File: config.mk
export PLATFORM = sky130hd
export DESIGN_NAME = md_clb_queue
export DESIGN_NICKNAME = d
export VERILOG_FILES = /design/src/md_clb_pkg.sv /design/src/md_clb_queue.sv
export SDC_FILE = /design/constraint.sdc
export NUM_CORES = 1
export LEC_CHECK = 0
export ABC_AREA = 1
export CAP_MARGIN = 0
export CORE_MARGIN = 4
export CORE_UTILIZATION = 45
export CTS_CLUSTER_SIZE = 25
export DETAILED_ROUTE_END_ITERATION = 8
export DONT_BUFFER_PORTS = 1
export SETUP_SLACK_MARGIN = 0.2
export SLEW_MARGIN = 15
export SYNTH_ARGS = -nofsm -noshare
export SYNTH_HDL_FRONTEND = slang
export SYNTH_SLANG_ARGS = --single-unit
File: constraint.sdc
create_clock -name i_clk -period 3.2 [get_ports i_clk]
set_input_delay 0.16 -clock i_clk [delete_from_list [all_inputs] [get_ports i_clk]]
set_output_delay 0.16 -clock i_clk [all_outputs]
set_load 0.02 [all_outputs]
File: src/md_clb_pkg.sv
// shared constants, types and request codes for the cell list binning core
package md_clb_pkg;

    localparam int GRID_WIDTH    = 8;
    localparam int MAX_PARTICLES = 1024;
    localparam int NUM_CELLS     = GRID_WIDTH * GRID_WIDTH * GRID_WIDTH;

    // field widths
    localparam int PIDX_W = 11;
    localparam int CELL_W = 10;
    localparam int POS_W  = 32;
    localparam int INV_W  = 24;

    // memory address widths
    localparam int PA_W = $clog2(MAX_PARTICLES + 1);
    localparam int CA_W = $clog2(NUM_CELLS + 1);

    // scaling arithmetic
    localparam int PROD_W  = POS_W + INV_W + 1;
    localparam int Q_W     = PROD_W - 32;
    localparam int COORD_W = (GRID_WIDTH > 2) ? $clog2(GRID_WIDTH) : 1;

    localparam logic signed [Q_W-1:0] Q_LO = Q_W'(-(GRID_WIDTH / 2));
    localparam logic signed [Q_W-1:0] Q_HI = Q_W'(GRID_WIDTH - GRID_WIDTH / 2);

    localparam logic [INV_W-1:0] INV_RESET = INV_W'(65536);

    // request queue between front and back
    localparam int QDEPTH = 2;
    localparam int QP_W   = $clog2(QDEPTH);
    localparam int QC_W   = $clog2(QDEPTH + 1);

    typedef enum logic [1:0] {
        REQ_PLACE = 2'd0,
        REQ_CLEAR = 2'd1,
        REQ_HEAD  = 2'd2,
        REQ_NEXT  = 2'd3
    } t_req;

    typedef struct packed {
        t_req              req;
        logic              pidx_ok;
        logic [PIDX_W-1:0] pidx;
        logic              oog;
        logic [CELL_W-1:0] dest_cell;
        logic              cq_ok;
        logic [CELL_W-1:0] cq;
    } t_cmd;

    typedef struct packed {
        logic full;
        logic empty;
    } t_q_stat;

    typedef struct packed {
        logic init_busy;
    } t_back_stat;

endpackage

File: src/md_clb_queue.sv
// short request queue between the front end and the list engine
module md_clb_queue
    import md_clb_pkg::*;
(
    input  logic    i_clk,
    input  logic    i_rst_n,
    input  logic    i_push,
    input  t_cmd    i_cmd,
    input  logic    i_pop,
    output t_q_stat o_stat,
    output t_cmd    o_head
);

    t_cmd            r_entry [QDEPTH];
    logic [QP_W-1:0] r_wr_ptr;
    logic [QP_W-1:0] r_rd_ptr;
    logic [QC_W-1:0] r_cnt;

    assign o_stat.full  = (r_cnt == QC_W'(QDEPTH));
    assign o_stat.empty = (r_cnt == '0);
    assign o_head       = r_entry[r_rd_ptr];

    always_ff @(posedge i_clk) begin
        if (!i_rst_n) begin
            r_wr_ptr <= '0;
            r_rd_ptr <= '0;
            r_cnt    <= '0;
        end else begin
            if (i_push) begin
                r_wr_ptr <= r_wr_ptr + QP_W'(1);
            end
            if (i_pop) begin
                r_rd_ptr <= r_rd_ptr + QP_W'(1);
            end
            if (i_push && !i_pop) begin
                r_cnt <= r_cnt + QC_W'(1);
            end else if (!i_push && i_pop) begin
                r_cnt <= r_cnt - QC_W'(1);
            end
        end
    end

    always_ff @(posedge i_clk) begin
        if (i_push) begin
            r_entry[r_wr_ptr] <= i_cmd;
        end
    end

endmodule

==> summary.md <==
| Metric | Value |
|---|---|
| Status | `completed` |
| Critical path type | `reg2out` |
| CTS buffer count | `9` |
| Final Skew | `0.008356 ns` |
| Initial drt markers | `36` |
| Die Y-Extent | `~89 um` |
| Routed WL | `slightly above 5 mm` |
| Synth top area share | `72.57%` |
| Residual DRC | `0` |
| Leakage power | `roughly 1.3 nW` |
| Initial antenna violation count | `1` |
| Most common cell after layout, fill and taps aside | `edfxtp_1` |
| Synthesized cell area | `between 2000 and 3000 um^2` |
| Register area share after synthesis | `around 76%` |
| Area Overhead vs Synth | `22.01%` |
| Hold Startpoint | `i_push` |
| Setup-failing EPs final | `0` |
| CTS tree | `built` |
| Yosys synthesis warning count | `0` |
| CTS H-Tree Depth | `3` |
| WHS Path Cells | `3` |
| I/O pins | `78` |
| Slew Limit Headroom | `a little under a third` |
| Critical Path RT | `3.04 ns` |
| P per Cell Area | `approximately 600 nW/um^2` |
| Ranking of synthesized cells by area | `edfxtp_1 (73%), mux2_4 (15%), dfxtp_1 (3.4%), mux2_2 (2.3%), buf_12 (2.0%)` |
| Core area | `between 6000 and 7000 um^2` |
| Die area | `roughly 8000 um^2` |
| GRT Total Usage | `13.39%` |
| Mean Syn Cell Area | `around 20 um^2` |
| Reg2Reg Setup Slack | `about 1.6 ns` |
| Critical path arrival | `~1.8 ns` |
| Crit-path max FO | `24` |
| Fin nets | `236` |
| Critical R2R Capture | `r_entry[1][13]$_DFFE_PP_` |
| Clock Root Buffer | `clkbuf_8` |
| Largest net degree at the start of global routing | `37` |
| Worst Hold Class | `in2reg` |
| Period minus WS final | `2.000 ns` |
| Routed Antenna Nets | `0` |
| RR Startpoint | `r_wr_ptr$_SDFFE_PN0P_` |
| Post-DR vias/cell | `5.018` |
| Global-route wire length before repair | `7.541 mm` |
| Initial DRT Pass Iterations | `4` |
| Finished Layout Cells | `approximately 280` |
| Max Cap Violations | `0` |
| CP endpoint kind | `output pin` |
| CTS resizes | `0` |
| Mapped Nets | `188` |
| Routed length per instance | `18.19 um` |
| Dpl hpwl | `around 3.3 mm` |
| Port buffer count | `0` |
| Unique masters post-synth | `14` |
| Vias | `roughly 1400` |
| FP Rows | `29` |
| Vias in the first global route | `1515` |
| Setup tns final | `0 ns` |
| Seq cells post-synth | `77` |
| Yosys top cell by area | `edfxtp_1` |
| Clk sinks | `77` |
| CTS clock-pin slew for the worst setup and hold paths | `~0.070 ns` |
| Postcts setup bufs | `0` |
| Worst Tran Pin Value | `~1.0 ns` |
| Layout fillers | `~500` |
| Dpl cells | `roughly 220` |
| Hold endpoint | `r_wr_ptr$_SDFFE_PN0P_` |
| Tot Pwr | `2.195 mW` |
| Initial Utilization | `46.65%` |
| Total gr overflow | `0` |
| Unrepaired setup endpoints after global routing | `no` |
| Final period utilization | `between 60% and 70%` |
| Fmax | `approximately 500 MHz` |
| Commonest non-fill, non-tap cells in the layout | `edfxtp_1 (72), dlygate4sd3_1 (39), mux2_4 (30)` |
| Routability Congestion | `approximately 0.69` |
| Die width | `89.37 um` |
| Reg2Reg Depth | `3` |
| Pins Over Slew Limit | `0` |
| Crit start category | `flip-flop` |
| Cells after Synth | `between 100 and 150` |
| Clk buf depth | `2` |
| Clock Latency Late Sink | `around 0.34 ns` |
| Max IR drop VDD | `around 410 uV` |
| Final Hold Fails | `0` |
| Layout cells sized above 1 | `between 20 and 30%` |
## state kept, by name, summed over array words and instances (netlist names), named ones only
register / cells
r_wr_ptr: 1
r_rd_ptr: 1
r_cnt: 2
r_entry: 72
## final cells by class
| class | instances | area, um^2 | area share, % |
|---|---|---|---|
| Antenna cell | 1 | 2.502 | 0.06885 |
| Clock buffer | 9 | 123.9 | 3.408 |
| Clock inverter | 7 | 90.09 | 2.478 |
| Inverter | 8 | 30.03 | 0.8262 |
| Multi-Input combinational cell | 58 | 623.1 | 17.14 |
| Sequential cell | 77 | 2263 | 62.27 |
| Tap cell | 77 | 96.34 | 2.651 |
| Timing Repair Buffer | 41 | 405.4 | 11.15 |
## logic make-up after synthesis
logic type | share of synthesized area [%]
buf+inv | 3.402
flops | 75.93
mux | 17.39
simple gates | 2.520
compound gates | 0.3357
fa+ha+maj | 0.4199
## per-stage QoR
step	worst slack, ns	utilization (%)	instance area [um^2]	hold slack [ns]
6_report	1.200	56.92	3635	0.03472
5_1_grt	1.074	56.92	3635	0.03170
4_1_cts	1.151	56.88	3632	0.01929
3_5_place_dp	1.534	47.41	3028	0.2590
3_3_place_gp	1.555	47.41	3028	0.2590
2_1_floorplan	0.9286	-	2979	0.2589
## what timing repair did
action,in CTS,in global routing
hold buffers,39,0
hold endpoints to repair,77,0
endpoints found under the setup margin,0,0
## power by group
part	switching, mW	total (mW)	internal, mW
logic	0.136	0.242	0.106
registers	0.0222	1.18	1.16
clock network	0.334	0.769	0.435
total	0.493	2.19	1.70
## synth_stat cells
library cell and number:
a21oi_1 1, nand2_1 8, inv_1 8, mux2_4 30, edfxtp_1 72, buf_6 1, ha_1 1, nor2_1 9
o21ai_0 1, nand3_1 1, mux2_2 6, dfxtp_1 5, buf_12 3, nand4_1 1
## how the worst max path moves through the flow
stage | start | end | slack (ns) | cells past startpoint
finish | flip-flop | o_head[15] | 1.20 | 2
global route | flip-flop | o_head[22] | 1.07 | 2
CTS | flip-flop | o_head[35] | 1.15 | 2
detailed placement | flip-flop | o_head[35] | 1.53 | 2
global placement | flip-flop | o_head[15] | 1.55 | 2
floorplan | r_wr_ptr$_SDFFE_PN0P_ | r_entry[0][0]$_DFFE_PP_ | 0.93 | 1
## critical path: stages, from the launching register on
cell and delay, ns:
dfxtp_2 0.59, buf_4 0.45, mux2_2 0.45
## routing by layer
metal	vias up	wire length [um]	GRT usage, %
met3	8	425	5.438
met4	0	106	6.901
li1	650	-	-
met5	-	0	0
met2	53	2695	23.84
met1	684	1827	13.31
Power figures use the tool's default switching activity.
